[config.mk]
export PLATFORM = sky130hd
export DESIGN_NAME = lexicographic_row_permuter_unit
export DESIGN_NICKNAME = d
export VERILOG_FILES = /design/src/rtl/lrp_pkg.sv /design/src/rtl/lrp_row_store.sv /design/src/rtl/lrp_key_store.sv /design/src/rtl/lexicographic_row_permuter_unit.sv
export SDC_FILE = /design/constraint.sdc
export NUM_CORES = 2
export LEC_CHECK = 0
export BUFFER_PORTS_ARGS = -buffer_cell sky130_fd_sc_hd__buf_2
export CORE_UTILIZATION = 45
export DETAILED_ROUTE_END_ITERATION = 10
export GPL_TIMING_DRIVEN = 0
export HOLD_SLACK_MARGIN = 0.1
export SETUP_SLACK_MARGIN = 0.4
export SYNTH_ARGS = -nofsm -noshare
export SYNTH_HDL_FRONTEND = slang
export SYNTH_SLANG_ARGS = --single-unit
[constraint.sdc]
create_clock -name clk_i -period 13.8 [get_ports clk_i]
set_clock_uncertainty 0.15 [all_clocks]
set_input_delay 0.69 -clock clk_i [delete_from_list [all_inputs] [get_ports clk_i]]
set_output_delay 0.69 -clock clk_i [all_outputs]
set_load 0.005 [all_outputs]
[src/rtl/lrp_pkg.sv]
package lrp_pkg;

  // Table geometry and key width
  localparam int MAX_ROWS     = 64;
  localparam int KEY_BITS     = 16;
  localparam int ROW_BITS     = (MAX_ROWS > 1) ? $clog2(MAX_ROWS) : 1;

  // Fixed widths of the command and result fields
  localparam int CFG_BITS     = 7;
  localparam int ROW_IDX_BITS = 6;
  localparam int KEY_IO_BITS  = 16;

  // Row counts need to hold MAX_ROWS itself and the full config value
  localparam int CNT_W = (CFG_BITS > ROW_BITS + 1) ? CFG_BITS : ROW_BITS + 1;

  // Command codes carried on func
  typedef enum logic [1:0] {
    FUNC_WRITE   = 2'd0,
    FUNC_STEP    = 2'd1,
    FUNC_READ    = 2'd2,
    FUNC_RESTORE = 2'd3
  } func_e;

  typedef logic signed [KEY_BITS-1:0] key_t;
  typedef logic [ROW_BITS-1:0]        row_t;
  typedef logic [CNT_W-1:0]           cnt_t;

  // Row store (position -> origin, previous position) requests
  typedef struct packed {
    logic rd_en;
    row_t rd_addr;
    logic wr_en;
    row_t wr_addr;
    row_t wr_origin;
    row_t wr_prev;
    logic clr_all;
    logic clr_prev;
    cnt_t clr_limit;
  } row_req_t;

  typedef struct packed {
    row_t origin;
    row_t prev;
  } row_rsp_t;

  // Key store (origin -> key) requests
  typedef struct packed {
    logic rd_en;
    row_t rd_addr;
    logic wr_en;
    row_t wr_addr;
    key_t wr_key;
  } key_req_t;

endpackage

[src/rtl/lrp_row_store.sv]
module lrp_row_store (
  input  logic               clk_i,
  input  logic               rst_ni,
  input  lrp_pkg::row_req_t  req_i,
  output lrp_pkg::row_rsp_t  rsp_o
);

  localparam int RB = lrp_pkg::ROW_BITS;

  logic [2*RB-1:0]              mem_q [lrp_pkg::MAX_ROWS];
  logic [2*RB-1:0]              data_q;
  lrp_pkg::row_t                addr_q;
  logic [lrp_pkg::MAX_ROWS-1:0] org_v_q;
  logic [lrp_pkg::MAX_ROWS-1:0] prv_v_q;
  logic                         rd_org_v_q;
  logic                         rd_prv_v_q;

  // Row memory, one write and one registered read per cycle
  always_ff @(posedge clk_i) begin
    if (req_i.wr_en) begin
      mem_q[req_i.wr_addr] <= {req_i.wr_origin, req_i.wr_prev};
    end
    if (req_i.rd_en) begin
      data_q <= mem_q[req_i.rd_addr];
      addr_q <= req_i.rd_addr;
    end
  end

  // Valid bits: an invalid entry reads as the identity row
  always_ff @(posedge clk_i or negedge rst_ni) begin
    if (!rst_ni) begin
      org_v_q    <= '0;
      prv_v_q    <= '0;
      rd_org_v_q <= 1'b0;
      rd_prv_v_q <= 1'b0;
    end else begin
      if (req_i.rd_en) begin
        rd_org_v_q <= org_v_q[req_i.rd_addr];
        rd_prv_v_q <= prv_v_q[req_i.rd_addr];
      end
      for (int i = 0; i < lrp_pkg::MAX_ROWS; i++) begin
        if (req_i.clr_all) begin
          org_v_q[i] <= 1'b0;
          prv_v_q[i] <= 1'b0;
        end else if (req_i.clr_prev && (lrp_pkg::CNT_W'(i) < req_i.clr_limit)) begin
          prv_v_q[i] <= 1'b0;
        end
      end
      if (req_i.wr_en) begin
        org_v_q[req_i.wr_addr] <= 1'b1;
        prv_v_q[req_i.wr_addr] <= 1'b1;
      end
    end
  end

  assign rsp_o.origin = rd_org_v_q ? data_q[2*RB-1:RB] : addr_q;
  assign rsp_o.prev   = rd_prv_v_q ? data_q[RB-1:0]    : addr_q;

endmodule

[src/rtl/lrp_key_store.sv]
module lrp_key_store (
  input  logic              clk_i,
  input  logic              rst_ni,
  input  lrp_pkg::key_req_t req_i,
  output lrp_pkg::key_t     key_o
);

  lrp_pkg::key_t                mem_q [lrp_pkg::MAX_ROWS];
  lrp_pkg::key_t                data_q;
  logic [lrp_pkg::MAX_ROWS-1:0] key_v_q;
  logic                         rd_v_q;

  // Key memory indexed by a row's original index
  always_ff @(posedge clk_i) begin
    if (req_i.wr_en) begin
      mem_q[req_i.wr_addr] <= req_i.wr_key;
    end
    if (req_i.rd_en) begin
      data_q <= mem_q[req_i.rd_addr];
    end
  end

  // Keys never written read as minus one
  always_ff @(posedge clk_i or negedge rst_ni) begin
    if (!rst_ni) begin
      key_v_q <= '0;
      rd_v_q  <= 1'b0;
    end else begin
      if (req_i.rd_en) begin
        rd_v_q <= key_v_q[req_i.rd_addr];
      end
      if (req_i.wr_en) begin
        key_v_q[req_i.wr_addr] <= 1'b1;
      end
    end
  end

  assign key_o = rd_v_q ? data_q : '1;

endmodule

[src/rtl/lexicographic_row_permuter_unit.sv]
// Write key, read row and restore each end with a closing pivot scan over the active rows
//   that reads one row per cycle through both memories.
// Step: pivot scan, successor scan, then row swaps on the row memory (read A, read B,
//   write A, write B per swap), then the closing pivot scan.
// One command at a time; the result strobe is one cycle wide and cannot be stalled.
// Reset: table holds the identity order with all keys -1 at once, no clearing pass.
module lexicographic_row_permuter_unit (
  input  logic                                   clk_i,
  input  logic                                   rst_ni,
  input  logic                                   start,
  output logic                                   busy,
  input  logic [1:0]                             func_i,
  input  logic [lrp_pkg::ROW_IDX_BITS-1:0]       row_index_i,
  input  logic signed [lrp_pkg::KEY_IO_BITS-1:0] key_value_i,
  output logic                                   done_o,
  output logic signed [lrp_pkg::KEY_IO_BITS-1:0] key_out_o,
  output logic [lrp_pkg::ROW_IDX_BITS-1:0]       origin_out_o,
  output logic [lrp_pkg::ROW_IDX_BITS-1:0]       previous_out_o,
  output logic                                   applied_o,
  output logic                                   more_left_o,
  input  logic                                   cfg_valid_i,
  output logic                                   cfg_ready_o,
  input  logic [lrp_pkg::CFG_BITS-1:0]           cfg_data_i
);

  localparam int RB    = lrp_pkg::ROW_BITS;
  localparam int CW    = lrp_pkg::CNT_W;
  localparam int IDX_W = (lrp_pkg::ROW_IDX_BITS > RB + 1) ? lrp_pkg::ROW_IDX_BITS : RB + 1;

  typedef enum logic [3:0] {
    ST_IDLE,
    ST_ROW_RD,
    ST_KEY_OP,
    ST_KEY_RD,
    ST_RESTORE,
    ST_SCAN_INIT,
    ST_SCAN,
    ST_SWAP_RA,
    ST_SWAP_RB,
    ST_SWAP_WA,
    ST_SWAP_WB
  } state_e;

  // What the current scan is looking for
  typedef enum logic [1:0] {
    SK_FINAL,
    SK_PIVOT,
    SK_SUCC
  } scan_kind_e;

  state_e                              state_q;
  scan_kind_e                          kind_q;
  logic                                busy_q;
  logic                                done_q;
  logic [lrp_pkg::CFG_BITS-1:0]        rows_q;

  lrp_pkg::func_e                      cmd_func_q;
  lrp_pkg::row_t                       cmd_row_q;
  lrp_pkg::key_t                       cmd_key_q;

  logic signed [lrp_pkg::KEY_IO_BITS-1:0] key_out_q;
  logic [lrp_pkg::ROW_IDX_BITS-1:0]    origin_out_q;
  logic [lrp_pkg::ROW_IDX_BITS-1:0]    prev_out_q;
  logic                                applied_q;
  logic                                more_q;

  // Scan pipeline: issue row read, then key read, then compare
  lrp_pkg::row_t                       ip_q;
  lrp_pkg::cnt_t                       left_q;
  logic                                s1_vld_q;
  lrp_pkg::row_t                       s1_pos_q;
  logic                                s2_vld_q;
  lrp_pkg::row_t                       s2_pos_q;
  lrp_pkg::key_t                       last_key_q;
  logic                                have_last_q;
  lrp_pkg::row_t                       pivot_q;
  lrp_pkg::key_t                       pivot_key_q;

  // Swap sequencer
  lrp_pkg::row_t                       lo_q;
  lrp_pkg::row_t                       hi_q;
  logic                                first_q;
  lrp_pkg::row_rsp_t                   hold_q;

  lrp_pkg::row_req_t                   row_req;
  lrp_pkg::row_rsp_t                   row_rsp;
  lrp_pkg::key_req_t                   key_req;
  lrp_pkg::key_t                       key_rsp;

  lrp_pkg::cnt_t                       cfg_ext;
  lrp_pkg::cnt_t                       n_act;
  logic                                accept;
  logic                                row_ok;
  logic                                scan_hit;
  logic                                scan_end;
  lrp_pkg::row_t                       lo_nxt;
  lrp_pkg::row_t                       hi_nxt;

  // Active row count, clamped to the table size
  assign cfg_ext = CW'(rows_q);
  assign n_act   = (cfg_ext > CW'(lrp_pkg::MAX_ROWS)) ? CW'(lrp_pkg::MAX_ROWS) : cfg_ext;

  assign accept = start && !busy_q;
  assign row_ok = IDX_W'(row_index_i) < IDX_W'(lrp_pkg::MAX_ROWS);

  // Scan compare on the key coming out of the key store
  always_comb begin
    if (kind_q == SK_SUCC) begin
      scan_hit = s2_vld_q && ($signed(key_rsp) > $signed(pivot_key_q));
    end else begin
      scan_hit = s2_vld_q && have_last_q && ($signed(key_rsp) < $signed(last_key_q));
    end
    scan_end = (state_q == ST_SCAN) && s2_vld_q && (scan_hit || (s2_pos_q == '0));
  end

  // Next swap pair: pivot/successor first, then the suffix reversal
  assign lo_nxt = first_q ? RB'(pivot_q + 1'b1) : RB'(lo_q + 1'b1);
  assign hi_nxt = first_q ? RB'(n_act - 1'b1)   : RB'(hi_q - 1'b1);

  // Configuration register
  assign cfg_ready_o = 1'b1;

  always_ff @(posedge clk_i or negedge rst_ni) begin
    if (!rst_ni) begin
      rows_q <= lrp_pkg::CFG_BITS'(64);
    end else if (cfg_valid_i && cfg_ready_o) begin
      rows_q <= cfg_data_i;
    end
  end

  // Memory requests from the sequencer
  always_comb begin
    row_req           = '0;
    row_req.clr_limit = n_act;
    key_req           = '0;
    unique case (state_q)
      ST_ROW_RD: begin
        row_req.rd_en   = 1'b1;
        row_req.rd_addr = cmd_row_q;
      end
      ST_KEY_OP: begin
        if (cmd_func_q == lrp_pkg::FUNC_READ) begin
          key_req.rd_en   = 1'b1;
          key_req.rd_addr = row_rsp.origin;
        end else begin
          key_req.wr_en   = 1'b1;
          key_req.wr_addr = row_rsp.origin;
          key_req.wr_key  = cmd_key_q;
        end
      end
      ST_RESTORE: begin
        row_req.clr_all = 1'b1;
      end
      ST_SCAN: begin
        row_req.rd_en    = (left_q != '0);
        row_req.rd_addr  = ip_q;
        key_req.rd_en    = s1_vld_q;
        key_req.rd_addr  = row_rsp.origin;
        row_req.clr_prev = scan_end && (kind_q == SK_SUCC);
      end
      ST_SWAP_RA: begin
        row_req.rd_en   = 1'b1;
        row_req.rd_addr = lo_q;
      end
      ST_SWAP_RB: begin
        row_req.rd_en   = 1'b1;
        row_req.rd_addr = hi_q;
      end
      ST_SWAP_WA: begin
        row_req.wr_en     = 1'b1;
        row_req.wr_addr   = lo_q;
        row_req.wr_origin = row_rsp.origin;
        row_req.wr_prev   = row_rsp.prev;
      end
      ST_SWAP_WB: begin
        row_req.wr_en     = 1'b1;
        row_req.wr_addr   = hi_q;
        row_req.wr_origin = hold_q.origin;
        row_req.wr_prev   = hold_q.prev;
      end
      ST_IDLE, ST_KEY_RD, ST_SCAN_INIT: begin
      end
    endcase
  end

  // Command sequencer
  always_ff @(posedge clk_i or negedge rst_ni) begin
    if (!rst_ni) begin
      state_q      <= ST_IDLE;
      kind_q       <= SK_FINAL;
      busy_q       <= 1'b0;
      done_q       <= 1'b0;
      cmd_func_q   <= lrp_pkg::FUNC_WRITE;
      cmd_row_q    <= '0;
      cmd_key_q    <= '0;
      key_out_q    <= '0;
      origin_out_q <= '0;
      prev_out_q   <= '0;
      applied_q    <= 1'b0;
      more_q       <= 1'b0;
      ip_q         <= '0;
      left_q       <= '0;
      s1_vld_q     <= 1'b0;
      s1_pos_q     <= '0;
      s2_vld_q     <= 1'b0;
      s2_pos_q     <= '0;
      last_key_q   <= '0;
      have_last_q  <= 1'b0;
      pivot_q      <= '0;
      pivot_key_q  <= '0;
      lo_q         <= '0;
      hi_q         <= '0;
      first_q      <= 1'b0;
      hold_q       <= '0;
    end else begin
      done_q <= 1'b0;
      unique case (state_q)
        ST_IDLE: begin
          if (accept) begin
            busy_q       <= 1'b1;
            cmd_func_q   <= lrp_pkg::func_e'(func_i);
            cmd_row_q    <= RB'(row_index_i);
            cmd_key_q    <= lrp_pkg::KEY_BITS'(key_value_i);
            key_out_q    <= '0;
            origin_out_q <= '0;
            prev_out_q   <= '0;
            applied_q    <= 1'b0;
            unique case (func_i)
              lrp_pkg::FUNC_WRITE, lrp_pkg::FUNC_READ: begin
                kind_q  <= SK_FINAL;
                state_q <= row_ok ? ST_ROW_RD : ST_SCAN_INIT;
              end
              lrp_pkg::FUNC_STEP: begin
                kind_q  <= SK_PIVOT;
                state_q <= ST_SCAN_INIT;
              end
              lrp_pkg::FUNC_RESTORE: begin
                state_q <= ST_RESTORE;
              end
            endcase
          end
        end
        ST_ROW_RD: begin
          state_q <= ST_KEY_OP;
        end
        ST_KEY_OP: begin
          if (cmd_func_q == lrp_pkg::FUNC_READ) begin
            origin_out_q <= lrp_pkg::ROW_IDX_BITS'(row_rsp.origin);
            prev_out_q   <= lrp_pkg::ROW_IDX_BITS'(row_rsp.prev);
            state_q      <= ST_KEY_RD;
          end else begin
            state_q <= ST_SCAN_INIT;
          end
        end
        ST_KEY_RD: begin
          key_out_q <= lrp_pkg::KEY_IO_BITS'($signed(key_rsp));
          state_q   <= ST_SCAN_INIT;
        end
        ST_RESTORE: begin
          kind_q  <= SK_FINAL;
          state_q <= ST_SCAN_INIT;
        end
        ST_SCAN_INIT: begin
          s1_vld_q    <= 1'b0;
          s2_vld_q    <= 1'b0;
          have_last_q <= 1'b0;
          ip_q        <= RB'(n_act - 1'b1);
          if (kind_q == SK_SUCC) begin
            left_q  <= CW'(n_act - CW'(pivot_q) - 1'b1);
            state_q <= ST_SCAN;
          end else if (n_act < CW'(2)) begin
            // fewer than two rows: nothing to permute
            more_q  <= 1'b0;
            done_q  <= 1'b1;
            busy_q  <= 1'b0;
            state_q <= ST_IDLE;
          end else begin
            left_q  <= n_act;
            state_q <= ST_SCAN;
          end
        end
        ST_SCAN: begin
          if (left_q != '0) begin
            ip_q   <= ip_q - 1'b1;
            left_q <= left_q - 1'b1;
          end
          s1_vld_q <= (left_q != '0);
          s1_pos_q <= ip_q;
          s2_vld_q <= s1_vld_q;
          s2_pos_q <= s1_pos_q;
          if (s2_vld_q) begin
            last_key_q  <= key_rsp;
            have_last_q <= 1'b1;
          end
          if (scan_end) begin
            unique case (kind_q)
              SK_FINAL: begin
                more_q  <= scan_hit;
                done_q  <= 1'b1;
                busy_q  <= 1'b0;
                state_q <= ST_IDLE;
              end
              SK_PIVOT: begin
                if (scan_hit) begin
                  pivot_q     <= s2_pos_q;
                  pivot_key_q <= key_rsp;
                  kind_q      <= SK_SUCC;
                  state_q     <= ST_SCAN_INIT;
                end else begin
                  // already the last permutation: table untouched
                  more_q  <= 1'b0;
                  done_q  <= 1'b1;
                  busy_q  <= 1'b0;
                  state_q <= ST_IDLE;
                end
              end
              SK_SUCC: begin
                lo_q      <= pivot_q;
                hi_q      <= s2_pos_q;
                first_q   <= 1'b1;
                applied_q <= 1'b1;
                state_q   <= ST_SWAP_RA;
              end
            endcase
          end
        end
        ST_SWAP_RA: begin
          state_q <= ST_SWAP_RB;
        end
        ST_SWAP_RB: begin
          hold_q  <= row_rsp;
          state_q <= ST_SWAP_WA;
        end
        ST_SWAP_WA: begin
          state_q <= ST_SWAP_WB;
        end
        ST_SWAP_WB: begin
          first_q <= 1'b0;
          lo_q    <= lo_nxt;
          hi_q    <= hi_nxt;
          if (lo_nxt < hi_nxt) begin
            state_q <= ST_SWAP_RA;
          end else begin
            kind_q  <= SK_FINAL;
            state_q <= ST_SCAN_INIT;
          end
        end
      endcase
    end
  end

  lrp_row_store u_row_store (
    .clk_i  (clk_i),
    .rst_ni (rst_ni),
    .req_i  (row_req),
    .rsp_o  (row_rsp)
  );

  lrp_key_store u_key_store (
    .clk_i  (clk_i),
    .rst_ni (rst_ni),
    .req_i  (key_req),
    .key_o  (key_rsp)
  );

  assign busy           = busy_q;
  assign done_o         = done_q;
  assign key_out_o      = key_out_q;
  assign origin_out_o   = origin_out_q;
  assign previous_out_o = prev_out_q;
  assign applied_o      = applied_q;
  assign more_left_o    = more_q;

  // Result strobe only comes with the block released
  a_done_idle: assert property (@(posedge clk_i) disable iff (!rst_ni)
    done_o |-> !busy)
    else $error("result strobe while busy");

  // An accepted transaction keeps the block busy and gives no result in the next cycle
  a_accept_busy: assert property (@(posedge clk_i) disable iff (!rst_ni)
    (start && !busy) |=> (busy && !done_o))
    else $error("accepted transaction not held busy");

  // Swaps stay inside the active rows and the pair is ordered
  a_swap_pair: assert property (@(posedge clk_i) disable iff (!rst_ni)
    (state_q == ST_SWAP_RA) |-> ((lo_q < hi_q) && (CW'(hi_q) < n_act)))
    else $error("swap pair out of order or out of range");

  // No memory write while idle
  a_idle_quiet: assert property (@(posedge clk_i) disable iff (!rst_ni)
    !busy |-> (!row_req.wr_en && !key_req.wr_en && !row_req.clr_all))
    else $error("table changed while idle");

endmodule
Word-level counts from Yosys, hierarchy flattened
Memory sizes are Yosys's and may differ from the RTL's. A register that Yosys moved wholly into a read port is not among the register bits.
Cells that the tools add are included.
{"block": "op_classes", "add_sub_neg": 8, "order_cmp": 75, "n_eq_ne": 31, "n_mux": 284, "bitwise": 3, "reduce_logical": 103}
{"cell": "6-bit by 7-bit less-than comparator with 1-bit output (first input constant)", "count": 32}
{"cell": "1-bit 2-to-1 mux", "count": 218}
{"cell": "64-bit OR", "count": 3}
{"cell": "64-bit 2-to-1 mux", "count": 2}
{"cell": "5-bit by 7-bit less-than comparator with 1-bit output (first input constant)", "count": 16}
{"cell": "1-bit logical AND", "count": 73}
{"cell": "6-bit 2-to-1 mux", "count": 12}
{"cell": "6-bit case mux with 2 select lines", "count": 5}
{"cell": "4-bit by 7-bit less-than comparator with 1-bit output (first input constant)", "count": 8}
{"cell": "23-bit 2-to-1 mux", "count": 2}
{"cell": "4-bit case mux with 10 select lines", "count": 1}
{"cell": "19-bit case mux with 2 select lines", "count": 1}
{"cell": "7-bit 2-to-1 mux", "count": 5}
{"cell": "16-bit 2-to-1 mux", "count": 2}
{"cell": "16-bit case mux with 2 select lines", "count": 1}
{"cell": "3-bit by 7-bit less-than comparator with 1-bit output (first input constant)", "count": 4}
{"cell": "6-bit by 7-bit less-than comparator with 1-bit output (second input constant)", "count": 4}
{"cell": "7-bit case mux with 2 select lines", "count": 2}
{"cell": "7-bit case mux with 4 select lines", "count": 1}
{"cell": "4-bit case mux with 3 select lines", "count": 2}
{"cell": "1-bit case mux with 2 select lines", "count": 10}
{"cell": "1-bit binary-select mux with 6-bit select", "count": 3}
{"cell": "6-bit by 1-bit subtractor with 6-bit output (second input constant)", "count": 3}
{"cell": "4-bit by 3-bit equality test with 1-bit output (second input constant)", "count": 4}
{"cell": "42 further kinds", "count": 90}
{"block": "word_totals", "register_bits": 361, "mem_bits_rw": 1792, "in_bits": 35, "n_memories": 2}
{"memory": "u_key_store.mem_q", "depth": 64, "word_bits": 16, "rd": 1, "rd_ports_with_merged_regs": 1, "write_ports": 1, "line_no": "lrp_key_store.sv:8", "source": "lrp_pkg::key_t mem_q [lrp_pkg::MAX_ROWS];"}
{"memory": "u_row_store.mem_q", "depth": 64, "word_bits": 12, "rd": 1, "rd_ports_with_merged_regs": 1, "write_ports": 1, "line_no": "lrp_row_store.sv:10", "source": "logic [2*RB-1:0] mem_q [lrp_pkg::MAX_ROWS];"}

Logic depth before layout (Yosys ltp)
{"block": "logic_depth", "word_depth": 13, "depth_mapped": 15, "mapped_depth_nobuf": 12}

Hierarchy
A second synthesis with hierarchy kept.
{"block": "hier_totals", "cells_unflattened": 4450, "hier_area_um2": 87381.3}
{"module": "lrp_key_store", "instances": 1, "cells_each": 1805, "area_each_um2": 42331.8}
{"module": "lrp_row_store", "instances": 1, "cells_each": 1716, "area_each_um2": 36178.4}
{"module": "lexicographic_row_permuter_unit", "instances": 1, "cells_each": 929, "area_each_um2": 8871.0}

Worst setup path after synthesis
No wires, ideal clock.
{"block": "synth_timing", "path_type": "register to register", "from": "register state_q[1]", "to": "memory u_row_store.mem_q[0][8] in the netlist's numbering, data pin", "t_arrival_ps": 3838, "required_ps": 12947, "path_slack_ps": 9109, "path_stages_with_launch": 8, "n_path_buf": 4, "synth_period_minus_slack_ps": 4691, "path_cell_list": "dfrtp_1 -> buf_2 -> buf_2 -> clkbuf_1 -> nor2_1 -> nand2_1 -> clkbuf_1 -> o21ai_0"}
{"element": "start: declaration", "line_no": "lexicographic_row_permuter_unit.sv:51", "source": "state_e state_q;"}
{"element": "start signal: assignment", "line_no": "lexicographic_row_permuter_unit.sv:231", "source": "state_q <= row_ok ? ST_ROW_RD : ST_SCAN_INIT;"}
{"element": "end: declaration", "line_no": "lrp_row_store.sv:10"}

Worst setup path after layout
{"block": "layout_timing", "from": "register state_q[1]", "to": "register u_row_store.data_q[1], read port of u_row_store.mem_q, data pin"}
{"block": "layout_between", "elab_chain_cells": 2, "elab_cells_between_ends": 5}
{"element": "4-bit equality test (tied with other cells)", "line_no": "lexicographic_row_permuter_unit.sv:136", "source": "unique case (state_q)"}
{"element": "7-bit case mux with 4 select lines (*)", "line_no": "lexicographic_row_permuter_unit.sv:136"}
{"element": "end: declaration", "line_no": "lrp_row_store.sv:11", "source": "logic [2*RB-1:0] data_q;"}
Every way passes the cells marked *; elsewhere a longest branch is shown, timed or not.
A chain may end at the register's enable or synchronous reset.

==> results summary <==
Sorting the synthesized cells by area gives the leading types as sky130_fd_sc_hd__edfxtp_1, sky130_fd_sc_hd__dfrtp_1, sky130_fd_sc_hd__nand2_1. In this design, the critical path's most frequently occurring cell is sky130_fd_sc_hd__clkbuf_1. The number of setup violations in the final report is 0.

After detailed routing, the average wire length per cell comes to 31.1 um. The part of the cycle the worst path needs is 0.467. The TritonCTS clock tree is done. The post-layout net count came out at 7257. In the final layout, the multi-input gates occupy 24300 sq um.

Yosys mapped a number of flops with a built-in enable equal to 1826. The final max-slew violation count came out at 1. The element type at the critical path end is a flop. In this run the number of H-tree levels came out at 4. Of the synthesized area, sequential elements account for 0.710.

The area of the core region is 198000 sq um. The worst hold margin came out at 187 ps. The clock root buffer master is sky130_fd_sc_hd__clkbuf_16. The beginning of the worst hold path is cfg_valid_i.

The cell taking the most area after synthesis is sky130_fd_sc_hd__edfxtp_1. The portion of synthesized cell area occupied by the leading cell type came out at 0.611. The share of post-route cells with drive strength above 1 is 0.118. Walking the worst path, the cells encountered are buf_2 -> nor4bb_1 -> clkbuf_1 -> a32o_1 -> nor2_1 -> inv_2 -> nand2_1 -> clkbuf_1 -> clkbuf_1 -> a21oi_1 -> nor4_1 -> a211oi_1 -> o211a_1. The number of maximum-capacitance constraint violations came out at 1. The source-to-sink clock delay at the later pin of the worst-skew pair is 880 ps. The count of endpoints failing hold in the final timing report is 0. The worst register-to-register path ends at u_row_store.data_q[1]. The storage element area is 63700 sq um. For this run, the detailed router's first-pass iteration total came to 6.

The most used flip-flop cell after synthesis is sky130_fd_sc_hd__edfxtp_1. The worst-path maximum fanout came out at 10. The die covers 201000 sq um. The global-route usage over all layers came out at 0.303. Setup repair after global routing left no endpoint under its margin. Dividing the detail-routed via count by the number of cells gives 6.19.

The port buffer count came out at 65. During synthesis, Yosys emitted a total of 0 warnings. The number of routed nets with antenna violations came out at 0. The congestion estimate from routability-driven global placement came to 1.01. The overall overflow remaining after global route came out at 0.

The floorplan die width came out at 449 um. The number of sinks on the clock net is 2181. The slowest cell on the critical path is sky130_fd_sc_hd__nor4_1. The path with the worst hold slack has its endpoint at cfg_ext[3]. The ratio of total power to cell area came out at 199 nW/um^2. In the synthesized netlist, the number of instances is 6715.

The largest stage delay on the critical path is 1000 ps. The growth of design area from synthesis to finish came out at 15.4%. Ranked by instance count, the synthesized netlist is headed by sky130_fd_sc_hd__edfxtp_1, sky130_fd_sc_hd__nand2_1, sky130_fd_sc_hd__clkbuf_1. The flow ran to the end, but the final reports show violations. In this run the register-to-register setup slack is 7360 ps.

The number of stages on the worst hold path is 2. Once the clock tree was built, the resizer swapped 0 gates to a different size. The via count of the routed design came out at 61.9k. The count of standard-cell rows came out at 163. The class of the tightest hold or removal check is primary input to flop. The cell area reported after detailed placement is 96300 sq um. The I/O pin count is 68. Data arrives at the worst endpoint at 6900 ps.

The number of cells on the worst reg-to-reg path is 13. The vertical die dimension is 449 um. The smallest clock period supported by the final layout is computed as 6440 ps. The starting density of the core came out at 0.454.

The register clock-pin slew on the reported worst setup and hold paths came out at 60 ps. The number of DRC markers in iteration 0 came out at 7806. The number of distinct library cells after synthesis came out at 79. The maximum vdd ir drop is 0.150 mV. The launching element type of the critical path is a flop. The number of fill cells came out at 16.7k. Adding up every negative setup slack in the final design gives 0 ps. The analysis attributes to cell leakage a power of 36.7 nW. The number of synthesized register bits is 2181. The async set or reset register ratio after synthesis is 0.163. The worst-case headroom to the max-slew limit is -0.0120.

The number of global-route vias before repair came out at 60.0k. The final cell area excluding filler cells came out at 104000 sq um. The top achievable clock speed came out at 155 MHz.

The half-perimeter wire length after placement is 219000 um. On the critical path the largest part of the delay comes from simple AND/OR/NAND/NOR gates. The cell area after synthesis came out at 89800 sq um. The total power consumption of the routed design came out at 20.7 mW. The post-synthesis area per instance came out at 13.4 sq um.

The post-synthesis net count came out at 6802. The first global-routing pass estimated 439000 um of wire. Together, buffers and inverters on the worst path number 5. The critical path in this run is classified as flop to flop. The final reports fail on max-capacitance violations, max-slew violations. In this run, CTS created clock tree buffers numbering 219.

The largest buffer count on any clock path is 3. The measured slew at the worst slew-check pin is 1480 ps. The worst path required time came out at 14260 ps. The worst register-to-register path begins at state_q[1].

Yosys instantiated no cell more often than sky130_fd_sc_hd__edfxtp_1. The pin count of the biggest net entering global routing came out at 112. The final layout contains routed wiring with a total length of 311000 um.

The initial antenna violation count is 5. The DRC violations left is 0.
[final cells by class]
| type | count | share of cell area |
|---|---|---|
| clock inverter | 118 | 0.00941 |
| buffer | 488 | 0.0185 |
| clock buffer | 289 | 0.0568 |
| antenna | 3 | 0.0000725 |
| timing repair buffer | 234 | 0.0297 |
| sequential | 2181 | 0.615 |
| inverter | 87 | 0.00315 |
| tap | 2640 | 0.0319 |
| multi-input combinational | 3959 | 0.235 |
[sequential cells by signal, summed over array words and instances, names as in the netlist, 12 cells and up]
name and count:
u_row_store.data_q 12, u_row_store.mem_q 768, key_out_o 16, u_row_store.prv_v_q 64, pivot_key_q 16, u_key_store.data_q 16, u_key_store.key_v_q 64, hold_q 12
cmd_key_q 16, last_key_q 16, u_row_store.org_v_q 64, u_key_store.mem_q 1024
[what timing repair did]
action	CTS	global route
hold buffers	33	0
endpoints found under the hold margin	128	0
buffers inserted	0	0
[per-layer routing]
layer / up-vias / global-route usage / share of wire
li1: 26582 / - / -
met1: 31446 / 0.387 / 0.38
met2: 3156 / 0.490 / 0.47
met3: 712 / 0.0525 / 0.083
met4: 0 / 0.172 / 0.064
met5: - / 0 / 0
[metrics by stage]
step,utilization,worst slack [ps],cells
detailed placement,0.487,7870,9556
floorplan,-,9110,6715
finish,0.523,7360,9999
global route,0.523,7520,9998
CTS,0.523,7810,9996
global placement,0.472,3270,9420
[cells in the final DEF (no fill, tap or decap), types with 81 or more instances in the layout]
cell and instances:
sky130_fd_sc_hd__nor2_1 142, sky130_fd_sc_hd__dfrtp_1 354, sky130_fd_sc_hd__clkbuf_16 222, sky130_fd_sc_hd__buf_2 127, sky130_fd_sc_hd__nand2_1 1118, sky130_fd_sc_hd__a311oi_1 99, sky130_fd_sc_hd__edfxtp_1 1826, sky130_fd_sc_hd__a31oi_1 233
sky130_fd_sc_hd__a211oi_1 352, sky130_fd_sc_hd__inv_1 81, sky130_fd_sc_hd__o221ai_1 131, sky130_fd_sc_hd__mux2i_1 203, sky130_fd_sc_hd__o21ai_0 150, sky130_fd_sc_hd__nor2_2 126, sky130_fd_sc_hd__a21oi_1 298, sky130_fd_sc_hd__and3_1 123
sky130_fd_sc_hd__clkbuf_1 436
[worst register-to-register path, stage by stage (launching register included)]
cell and delay [ps]:
sky130_fd_sc_hd__dfrtp_1 370, sky130_fd_sc_hd__buf_2 180, sky130_fd_sc_hd__nor4bb_1 140, sky130_fd_sc_hd__clkbuf_1 260, sky130_fd_sc_hd__a32o_1 300, sky130_fd_sc_hd__nor2_1 950, sky130_fd_sc_hd__inv_2 390, sky130_fd_sc_hd__nand2_1 250
sky130_fd_sc_hd__clkbuf_1 900, sky130_fd_sc_hd__clkbuf_1 520, sky130_fd_sc_hd__a21oi_1 90, sky130_fd_sc_hd__nor4_1 1000, sky130_fd_sc_hd__a211oi_1 390, sky130_fd_sc_hd__o211a_1 280
[logic make-up (layout without fill, tap and decap cells)]
kind of cell / count (synthesis) / in the layout / synth area share
flops: 2181 / 2181 / 0.710
simple gates: 1980 / 1980 / 0.0990
compound gates: 1649 / 1649 / 0.127
buf+inv: 575 / 1216 / 0.0250
mux: 262 / 262 / 0.0305
fa+ha+maj: 52 / 52 / 0.00733
xor+xnor: 15 / 15 / 0.00146
other cells: 1 / 4 / 0.0000418
[worst max path at each step]
stage | from | endpoint | depth (start not counted)
after floorplan | state_q[1] | u_row_store.mem_q[0][8] | 7
after global placement | u_row_store.rd_org_v_q | u_row_store.mem_q[0][6] | 4
after detailed placement | state_q[1] | u_row_store.data_q[1] | 13
after CTS | state_q[1] | u_row_store.data_q[1] | 13
after global routing | state_q[1] | u_row_store.data_q[2] | 13
final | state_q[1] | u_row_store.data_q[1] | 13
[power by group]
group	switching, mW	total, mW	leakage [nW]	internal [mW]
Sequential	0.209	7.89	21.8	7.68
Combinational	5.24	7.00	11.6	1.75
Clock	2.54	5.77	3.34	3.23
Total	7.99	20.7	36.7	12.7
Note: power is estimated with default switching activity, not from simulation.
